--- src/rtl/core/combining_mark_canonical_reorder_defines.svh ---
// ----------------------------------------------------------------------------
// Assertion macros for the combining mark reorder block
// Shared helpers; define ASSERT_OFF to compile all checks away.
// ----------------------------------------------------------------------------
`ifndef COMBINING_MARK_CANONICAL_REORDER_DEFINES_SVH
`define COMBINING_MARK_CANONICAL_REORDER_DEFINES_SVH

`ifndef ASSERT_OFF
// property must hold at every clock edge outside reset
`define CMCR_ASSERT(lbl, clk, rst_n, prop, msg) \
    lbl: assert property (@(posedge clk) disable iff (!rst_n) (prop)) else $error(msg);
// condition must never be true outside reset
`define CMCR_NEVER(lbl, clk, rst_n, cond, msg) \
    lbl: assert property (@(posedge clk) disable iff (!rst_n) !(cond)) else $error(msg);
`else
`define CMCR_ASSERT(lbl, clk, rst_n, prop, msg)
`define CMCR_NEVER(lbl, clk, rst_n, cond, msg)
`endif

`endif

--- src/rtl/core/cmcr_pkg.sv ---
// ----------------------------------------------------------------------------
// cmcr_pkg
// Types and constants shared by the combining mark reorder block.
// ----------------------------------------------------------------------------
package cmcr_pkg;

    localparam int CODE_W        = 21;
    localparam int CLASS_W       = 8;
    localparam int RUN_DEPTH_DEF = 16;

    typedef enum logic [2:0] {
        S_IDLE,
        S_OVF,
        S_INSERT,
        S_PRE,
        S_END,
        S_ITEM
    } t_state;

    typedef struct packed {
        logic capture;
        logic insert;
        logic pop;
        logic load;
        logic sel_item;
        logic ovf;
        logic last;
        logic done;
    } t_dp_cmd;

    typedef struct packed {
        logic count_zero;
        logic count_one;
        logic count_full;
        logic in_starter;
        logic item_end;
        logic out_free;
    } t_dp_stat;

endpackage

--- src/rtl/core/cmcr_ctrl.sv ---
// ----------------------------------------------------------------------------
// cmcr_ctrl
// Sequencer: accepts one item, then steps through overflow flush, insert,
// run flush and starter emit as the item requires.
// ----------------------------------------------------------------------------
module cmcr_ctrl
    import cmcr_pkg::*;
(
    input  logic     i_clk,
    input  logic     i_rst_n,
    input  logic     i_valid,
    output logic     o_ready,
    input  t_dp_stat i_stat,
    output t_dp_cmd  o_cmd
);

    t_state r_state;
    t_state n_state;

    always_ff @(posedge i_clk) begin
        if (!i_rst_n) begin
            r_state <= S_IDLE;
        end else begin
            r_state <= n_state;
        end
    end

    always_comb begin
        n_state = r_state;
        o_cmd   = '0;
        o_ready = 1'b0;
        case (r_state)
            S_IDLE: begin
                o_ready = 1'b1;
                if (i_valid) begin
                    o_cmd.capture = 1'b1;
                    if (i_stat.in_starter) begin
                        n_state = i_stat.count_zero ? S_ITEM : S_PRE;
                    end else begin
                        n_state = i_stat.count_full ? S_OVF : S_INSERT;
                    end
                end
            end
            S_OVF: begin
                // drain the full run early, then place the new mark
                if (i_stat.out_free) begin
                    o_cmd.load = 1'b1;
                    o_cmd.pop  = 1'b1;
                    o_cmd.ovf  = 1'b1;
                    o_cmd.last = i_stat.count_one & ~i_stat.item_end;
                    if (i_stat.count_one) begin
                        n_state = S_INSERT;
                    end
                end
            end
            S_INSERT: begin
                o_cmd.insert = 1'b1;
                n_state      = i_stat.item_end ? S_END : S_IDLE;
            end
            S_PRE: begin
                if (i_stat.out_free) begin
                    o_cmd.load = 1'b1;
                    o_cmd.pop  = 1'b1;
                    if (i_stat.count_one) begin
                        n_state = S_ITEM;
                    end
                end
            end
            S_END: begin
                if (i_stat.out_free) begin
                    o_cmd.load = 1'b1;
                    o_cmd.pop  = 1'b1;
                    o_cmd.last = i_stat.count_one;
                    o_cmd.done = i_stat.count_one;
                    if (i_stat.count_one) begin
                        n_state = S_IDLE;
                    end
                end
            end
            S_ITEM: begin
                if (i_stat.out_free) begin
                    o_cmd.load     = 1'b1;
                    o_cmd.sel_item = 1'b1;
                    o_cmd.last     = 1'b1;
                    o_cmd.done     = i_stat.item_end;
                    n_state        = S_IDLE;
                end
            end
            default: begin
                n_state = S_IDLE;
            end
        endcase
    end

endmodule

--- src/rtl/core/cmcr_dpath.sv ---
// ----------------------------------------------------------------------------
// cmcr_dpath
// Item register, sorted run buffer with parallel insert and shift-out,
// and the output register.
// ----------------------------------------------------------------------------
`include "combining_mark_canonical_reorder_defines.svh"

module cmcr_dpath
    import cmcr_pkg::*;
#(
    parameter int RUN_DEPTH = RUN_DEPTH_DEF
) (
    input  logic               i_clk,
    input  logic               i_rst_n,
    input  t_dp_cmd            i_cmd,
    output t_dp_stat           o_stat,
    input  logic [CODE_W-1:0]  i_code_point,
    input  logic [CLASS_W-1:0] i_combining_class,
    input  logic               i_string_end,
    input  logic               i_ready,
    output logic               o_valid,
    output logic [CODE_W-1:0]  o_out_code_point,
    output logic [CLASS_W-1:0] o_out_class,
    output logic               o_run_last,
    output logic               o_string_done,
    output logic               o_overflow
);

    localparam int CNT_W = $clog2(RUN_DEPTH + 1);

    logic [CODE_W-1:0]  r_item_cp;
    logic [CLASS_W-1:0] r_item_cc;
    logic               r_item_end;

    logic [CODE_W-1:0]  r_cp [RUN_DEPTH];
    logic [CLASS_W-1:0] r_cc [RUN_DEPTH];
    logic [CODE_W-1:0]  n_cp [RUN_DEPTH];
    logic [CLASS_W-1:0] n_cc [RUN_DEPTH];
    logic [CODE_W-1:0]  w_below_cp [RUN_DEPTH];
    logic [CLASS_W-1:0] w_below_cc [RUN_DEPTH];
    logic [CODE_W-1:0]  w_above_cp [RUN_DEPTH];
    logic [CLASS_W-1:0] w_above_cc [RUN_DEPTH];

    logic [CNT_W-1:0]   r_count;
    logic [CNT_W-1:0]   n_count;
    logic [RUN_DEPTH-1:0] w_le;
    logic [RUN_DEPTH:0]   w_le_ext;

    logic               r_out_valid;
    logic [CODE_W-1:0]  r_out_cp;
    logic [CLASS_W-1:0] r_out_cc;
    logic               r_out_last;
    logic               r_out_done;
    logic               r_out_ovf;

    // held marks of equal or lower class form a prefix: the new mark goes after it
    always_comb begin
        for (int i = 0; i < RUN_DEPTH; i++) begin
            w_le[i] = (CNT_W'(i) < r_count) && (r_cc[i] <= r_item_cc);
        end
    end

    assign w_le_ext = {w_le, 1'b1};

    for (genvar g = 0; g < RUN_DEPTH; g++) begin : g_nbr
        if (g == 0) begin : g_first
            assign w_below_cp[g] = r_item_cp;
            assign w_below_cc[g] = r_item_cc;
        end else begin : g_mid
            assign w_below_cp[g] = r_cp[g-1];
            assign w_below_cc[g] = r_cc[g-1];
        end
        if (g == RUN_DEPTH - 1) begin : g_top
            assign w_above_cp[g] = r_cp[g];
            assign w_above_cc[g] = r_cc[g];
        end else begin : g_low
            assign w_above_cp[g] = r_cp[g+1];
            assign w_above_cc[g] = r_cc[g+1];
        end
    end

    always_comb begin
        for (int i = 0; i < RUN_DEPTH; i++) begin
            n_cp[i] = r_cp[i];
            n_cc[i] = r_cc[i];
            if (i_cmd.insert) begin
                if (!w_le[i]) begin
                    n_cp[i] = w_le_ext[i] ? r_item_cp : w_below_cp[i];
                    n_cc[i] = w_le_ext[i] ? r_item_cc : w_below_cc[i];
                end
            end else if (i_cmd.pop) begin
                n_cp[i] = w_above_cp[i];
                n_cc[i] = w_above_cc[i];
            end
        end
    end

    always_comb begin
        n_count = r_count;
        if (i_cmd.insert) begin
            n_count = r_count + CNT_W'(1);
        end else if (i_cmd.pop) begin
            n_count = r_count - CNT_W'(1);
        end
    end

    always_ff @(posedge i_clk) begin
        for (int i = 0; i < RUN_DEPTH; i++) begin
            r_cp[i] <= n_cp[i];
            r_cc[i] <= n_cc[i];
        end
        if (i_cmd.capture) begin
            r_item_cp  <= i_code_point;
            r_item_cc  <= i_combining_class;
            r_item_end <= i_string_end;
        end
        if (i_cmd.load) begin
            r_out_cp   <= i_cmd.sel_item ? r_item_cp : r_cp[0];
            r_out_cc   <= i_cmd.sel_item ? r_item_cc : r_cc[0];
            r_out_last <= i_cmd.last;
            r_out_done <= i_cmd.done;
            r_out_ovf  <= i_cmd.ovf;
        end
    end

    always_ff @(posedge i_clk) begin
        if (!i_rst_n) begin
            r_count     <= '0;
            r_out_valid <= 1'b0;
        end else begin
            r_count     <= n_count;
            r_out_valid <= i_cmd.load | (r_out_valid & ~i_ready);
        end
    end

    assign o_stat.count_zero = (r_count == '0);
    assign o_stat.count_one  = (r_count == CNT_W'(1));
    assign o_stat.count_full = (r_count == CNT_W'(RUN_DEPTH));
    assign o_stat.in_starter = (i_combining_class == '0);
    assign o_stat.item_end   = r_item_end;
    assign o_stat.out_free   = ~r_out_valid | i_ready;

    assign o_valid          = r_out_valid;
    assign o_out_code_point = r_out_cp;
    assign o_out_class      = r_out_cc;
    assign o_run_last       = r_out_last;
    assign o_string_done    = r_out_done;
    assign o_overflow       = r_out_ovf;

    `CMCR_NEVER(a_count_range, i_clk, i_rst_n, r_count > CNT_W'(RUN_DEPTH), "run count beyond depth")
    `CMCR_NEVER(a_pop_empty, i_clk, i_rst_n, i_cmd.pop && (r_count == '0), "pop from empty run")
    `CMCR_NEVER(a_insert_full, i_clk, i_rst_n, i_cmd.insert && o_stat.count_full, "insert into full run")
    `CMCR_ASSERT(a_load_free, i_clk, i_rst_n, i_cmd.load |-> (~r_out_valid | i_ready), "output overwritten while held")
    `CMCR_ASSERT(a_ovf_last, i_clk, i_rst_n, (i_cmd.load && i_cmd.ovf && i_cmd.last) |=> (r_count == '0), "overflow run end with marks left")

endmodule

--- src/rtl/core/combining_mark_canonical_reorder.sv ---
// ----------------------------------------------------------------------------
// combining_mark_canonical_reorder
// Canonical reordering of combining marks in a code point stream.
// ----------------------------------------------------------------------------
// Input channel (i_valid/o_ready) carries one character with its combining
// class and an end-of-string flag. Output channel (o_valid/i_ready) carries
// emitted characters in canonical order with run_last, string_done and
// overflow flags.
// One item is worked on at a time; o_ready is high only between items.
// A mark without string end is accepted, then inserted into the run. A starter
// is accepted, the held run is shifted out and the starter is emitted; a mark
// with string end is accepted and inserted, then the whole run is shifted out.
// A mark on a full run first flushes that run early. The run buffer shifts out
// one held mark per cycle into the single output register while it is free.
// When the receiver stalls, the output register holds its result and the
// sequencer waits; no result is dropped.
// Reset empties the run and clears the output valid; run buffer contents are
// not cleared.
// ----------------------------------------------------------------------------
module combining_mark_canonical_reorder
    import cmcr_pkg::*;
#(
    parameter int RUN_DEPTH = RUN_DEPTH_DEF
) (
    input  logic               i_clk,
    input  logic               i_rst_n,
    input  logic               i_valid,
    output logic               o_ready,
    input  logic [CODE_W-1:0]  i_code_point,
    input  logic [CLASS_W-1:0] i_combining_class,
    input  logic               i_string_end,
    output logic               o_valid,
    input  logic               i_ready,
    output logic [CODE_W-1:0]  o_out_code_point,
    output logic [CLASS_W-1:0] o_out_class,
    output logic               o_run_last,
    output logic               o_string_done,
    output logic               o_overflow
);

    t_dp_cmd  w_cmd;
    t_dp_stat w_stat;

    cmcr_ctrl u_ctrl (
        .i_clk   (i_clk),
        .i_rst_n (i_rst_n),
        .i_valid (i_valid),
        .o_ready (o_ready),
        .i_stat  (w_stat),
        .o_cmd   (w_cmd)
    );

    cmcr_dpath #(
        .RUN_DEPTH (RUN_DEPTH)
    ) u_dpath (
        .i_clk             (i_clk),
        .i_rst_n           (i_rst_n),
        .i_cmd             (w_cmd),
        .o_stat            (w_stat),
        .i_code_point      (i_code_point),
        .i_combining_class (i_combining_class),
        .i_string_end      (i_string_end),
        .i_ready           (i_ready),
        .o_valid           (o_valid),
        .o_out_code_point  (o_out_code_point),
        .o_out_class       (o_out_class),
        .o_run_last        (o_run_last),
        .o_string_done     (o_string_done),
        .o_overflow        (o_overflow)
    );

endmodule
--- config.mk ---
export PLATFORM = sky130hd
export DESIGN_NAME = combining_mark_canonical_reorder
export DESIGN_NICKNAME = d
export VERILOG_FILES = /design/src/rtl/core/cmcr_pkg.sv /design/src/rtl/core/cmcr_ctrl.sv /design/src/rtl/core/cmcr_dpath.sv /design/src/rtl/core/combining_mark_canonical_reorder.sv
export VERILOG_INCLUDE_DIRS = /design/src /design/src/rtl/core
export SDC_FILE = /design/constraint.sdc
export NUM_CORES = 1
export LEC_CHECK = 0
export BUFFER_PORTS_ARGS = -buffer_cell sky130_fd_sc_hd__buf_2
export CORE_ASPECT_RATIO = 0.8
export CORE_MARGIN = 2
export CORE_UTILIZATION = 35
export DETAILED_ROUTE_END_ITERATION = 10
export PLACE_DENSITY = 0.56
export SLEW_MARGIN = 25
export SYNTH_ARGS = -nofsm -noshare
export SYNTH_HDL_FRONTEND = slang
export SYNTH_SLANG_ARGS = --single-unit
--- constraint.sdc ---
create_clock -name i_clk -period 12.12 [get_ports i_clk]
set_input_delay 2.424 -clock i_clk [delete_from_list [all_inputs] [get_ports i_clk]]
set_output_delay 2.424 -clock i_clk [all_outputs]
set_load 0.01 [all_outputs]
==> impl_metrics.json <==
{
  "post_cts_buffers": 0,
  "ys.flop_type": "edfxtp_1",
  "slowest_stage": "edfxtp_1",
  "die_h_um": 262,
  "p_leak_nw": 11.6,
  "cp.arrival_ns": 4.81,
  "grt-ovfl-total": 0,
  "diodes": 0,
  "grt_usage": 0.164,
  "rsz0062_at_grt": "false",
  "die-area_um2": 85600,
  "cts_hold_buffers": 0,
  "vias_per_cell": 5.31,
  "cts_tree": "done",
  "finalWirelength_um": 71000,
  "path_class": "reg -> reg",
  "synth_edf_count": 526,
  "power_density_nw_per_um2": 331,
  "dpl.hpwl_um": 49600,
  "status": "completed",
  "antenna_left": 0,
  "pin_count": 68,
  "worst_slew_pin_slew_ns": 1.06,
  "min_path_type": "reg -> reg",
  "grt_pass1_vias": 21200,
  "clk_pin_slew_ns": 0.06,
  "cpPeakStageDelay_ns": 0.94,
  "drive_gt1_frac": 0.0970,
  "firstDrtPassIters": 5,
  "internal-power_mw": 6.27,
  "initial_utilization": 0.354,
  "syn_inst": 2567,
  "setup_viol": 0,
  "maxCapViolCount": 0,
  "switching_share": 0.407,
  "num-nets-final": 2690,
  "synthesis.nets": 2733,
  "cts-root-buf": "clkbuf_16",
  "portBuffers": 67,
  "std_cell_rows": 94,
  "slew_violations": 0,
  "async_reset_ff_frac": 0,
  "fin_crit_sh": 0.374,
  "comb_power_share": 0.431,
  "antenna_found_initial": 0,
  "synth_cell_types": 50,
  "end_kind": "flip-flop",
  "pwr-share-seq": 0.416,
  "synth-seq-cells": 535,
  "drt_iter0_drc": 1544,
  "syn-mean-instance-area_um2": 11.3,
  "cts_max_level": 2,
  "clk_latency_ns": 0.62,
  "area_growth_pct": 9.81,
  "die_w_um": 327,
  "slew_headroom": 0.294,
  "max-vdd-ir-drop_mv": 0.182,
  "core_um2": 82300,
  "fmax_ghz": 0.220,
  "period_needed_ns": 4.54,
  "grt_max_degree": 232,
  "critPathMaxFanout": 29,
  "drc_errors": 0,
  "fin_worst_skew_ns": 0.0246,
  "cp-start-kind": "flip-flop",
  "cts_buffer_depth": 3,
  "ys_warn_count": 0,
  "yosysSeqAreaShare": 0.548,
  "placedInstanceArea_um2": 30300,
  "stdcell_area_um2": 32000,
  "num_vias": 19500,
  "wl_per_cell_um": 19.3,
  "crit_required_ns": 12.40,
  "cts_buffers": 55,
  "cp_cell_sequence": "inv_1 -> ha_1 -> o21ai_0 -> nor2_1 -> and4bb_1 -> o22ai_4 -> buf_4 -> nand2_1 -> nand2_1 -> buf_4",
  "gp_congestion": 0.886,
  "finalSetupTns_ns": 0,
  "hold_viol": 0,
  "synth_area_um2": 29100,
  "numClockSinks": 535,
  "grt_pass1_wl_um": 114000,
  "power.clock.fraction": 0.153,
  "p_sw_mw": 4.31,
  "cts_resized": 0
}
## flip-flops by register name (all words and copies together), names as in the netlist
| signal | count |
|---|---|
| u_dpath.r_cc | 128 |
| u_ctrl.r_state | 3 |
| u_dpath.o_out_code_point | 21 |
| u_dpath.r_item_cp | 21 |
| u_dpath.r_count | 5 |
| u_dpath.r_cp | 336 |
| u_dpath.o_overflow | 1 |
| u_dpath.o_out_class | 8 |
| u_dpath.o_run_last | 1 |
| u_dpath.r_item_end | 1 |
| u_dpath.o_valid | 1 |
| u_dpath.r_item_cc | 8 |
| u_dpath.o_string_done | 1 |
## final timing paths
path / end / from / slack, ns / cells after the start
hold / removal: u_dpath.r_cp[3][55]$_DFFE_PP_ / u_dpath.r_cp[3][76]$_DFFE_PP_ / 0.54 / 2
setup reg to reg: u_dpath.r_cp[3][14]$_DFFE_PP_ / u_dpath.r_item_cc[7]$_DFFE_PP_ / 7.58 / 10
setup / recovery: u_dpath.r_cp[3][14]$_DFFE_PP_ / u_dpath.r_item_cc[7]$_DFFE_PP_ / 7.58 / 10
hold reg to reg: u_dpath.r_cp[3][55]$_DFFE_PP_ / u_dpath.r_cp[3][76]$_DFFE_PP_ / 0.54 / 2
## layout make-up
class                           instances  area [um2]
Multi-Input combinational cell       1797       12200
Timing Repair Buffer                  108         663
Inverter                               27         101
Fill cell                            8061       50300
Sequential cell                       535       16000
Clock buffer                           66        1420
Clock inverter                         34         246
Tap cell                             1104        1380
## routing by layer
layer | vias to the layer above | global-route usage | part of all wire
li1 | 9353 | - | -
met1 | 9727 | 0.213 | 0.46
met2 | 335 | 0.286 | 0.48
met3 | 92 | 0.0268 | 0.041
met4 | 0 | 0.0401 | 0.018
met5 | - | 0 | 0
## worst max-delay path: cells and delay by family (launching register included)
| kind | cells | cell delay (ns) |
|---|---|---|
| and+or+nand+nor | 4 | 0.64 |
| adders and majority gates | 1 | 0.57 |
| buffers and inverters | 3 | 1.61 |
| AOI/OAI and AO/OA | 2 | 0.42 |
| DFF | 1 | 0.94 |
## cells by family after synthesis
logic type	count (synthesis)	share of synthesized area
AO/OA/AOI/OAI	568	0.104
XOR/XNOR	4	0.00120
adder cells (fa/ha/maj)	132	0.0567
buffers and inverters	235	0.0377
flip-flops	535	0.548
multiplexers	457	0.159
AND/OR/NAND/NOR	636	0.0925
## cells in the mapped netlist, types with 32 or more instances
cell | n | area (um2)
nand4_1 | 32 | 200
clkbuf_1 | 104 | 390
nor2_1 | 56 | 210
mux2i_1 | 406 | 4060
a21oi_1 | 84 | 420
buf_2 | 79 | 395
mux2_2 | 35 | 394
nand2_1 | 469 | 1760
o21ai_1 | 382 | 1910
o21ai_0 | 36 | 180
ha_1 | 132 | 1650
edfxtp_1 | 526 | 15800
## placed cells by master, fill, tap and decap left out, types with 32 or more instances in the layout
master     count
o21ai_1      381
mux2_2        35
buf_2         67
edfxtp_1     526
mux2i_1      406
ha_1         132
nand4_1       32
nand2_1      468
nor2_1        56
a21oi_1       84
clkbuf_16     55
buf_4         38
## stage by stage
stage               power [mW]  hold slack, ns  utilization  instances  setup slack (ns)
detailed placement        9.01           0.520        0.368       3571              7.58
finish                    10.6           0.536        0.389       3671              7.58
floorplan                 7.65           0.503            -       2567              7.54
global placement          8.85           0.511        0.368       3571              7.58
global route              11.4           0.565        0.389       3671              7.34
CTS                       10.7           0.544        0.389       3671              7.58
## power by group through the flow
stage,combinational [mW],clock (mW),sequential (mW)
2_1_floorplan,3.54,0,4.11
3_3_place_gp,4.44,0,4.41
3_5_place_dp,4.59,0,4.42
4_1_cts,4.60,1.67,4.39
5_1_grt,5.12,1.74,4.51
6_report,4.56,1.62,4.40
Note: power is estimated with default switching activity, not from simulation.
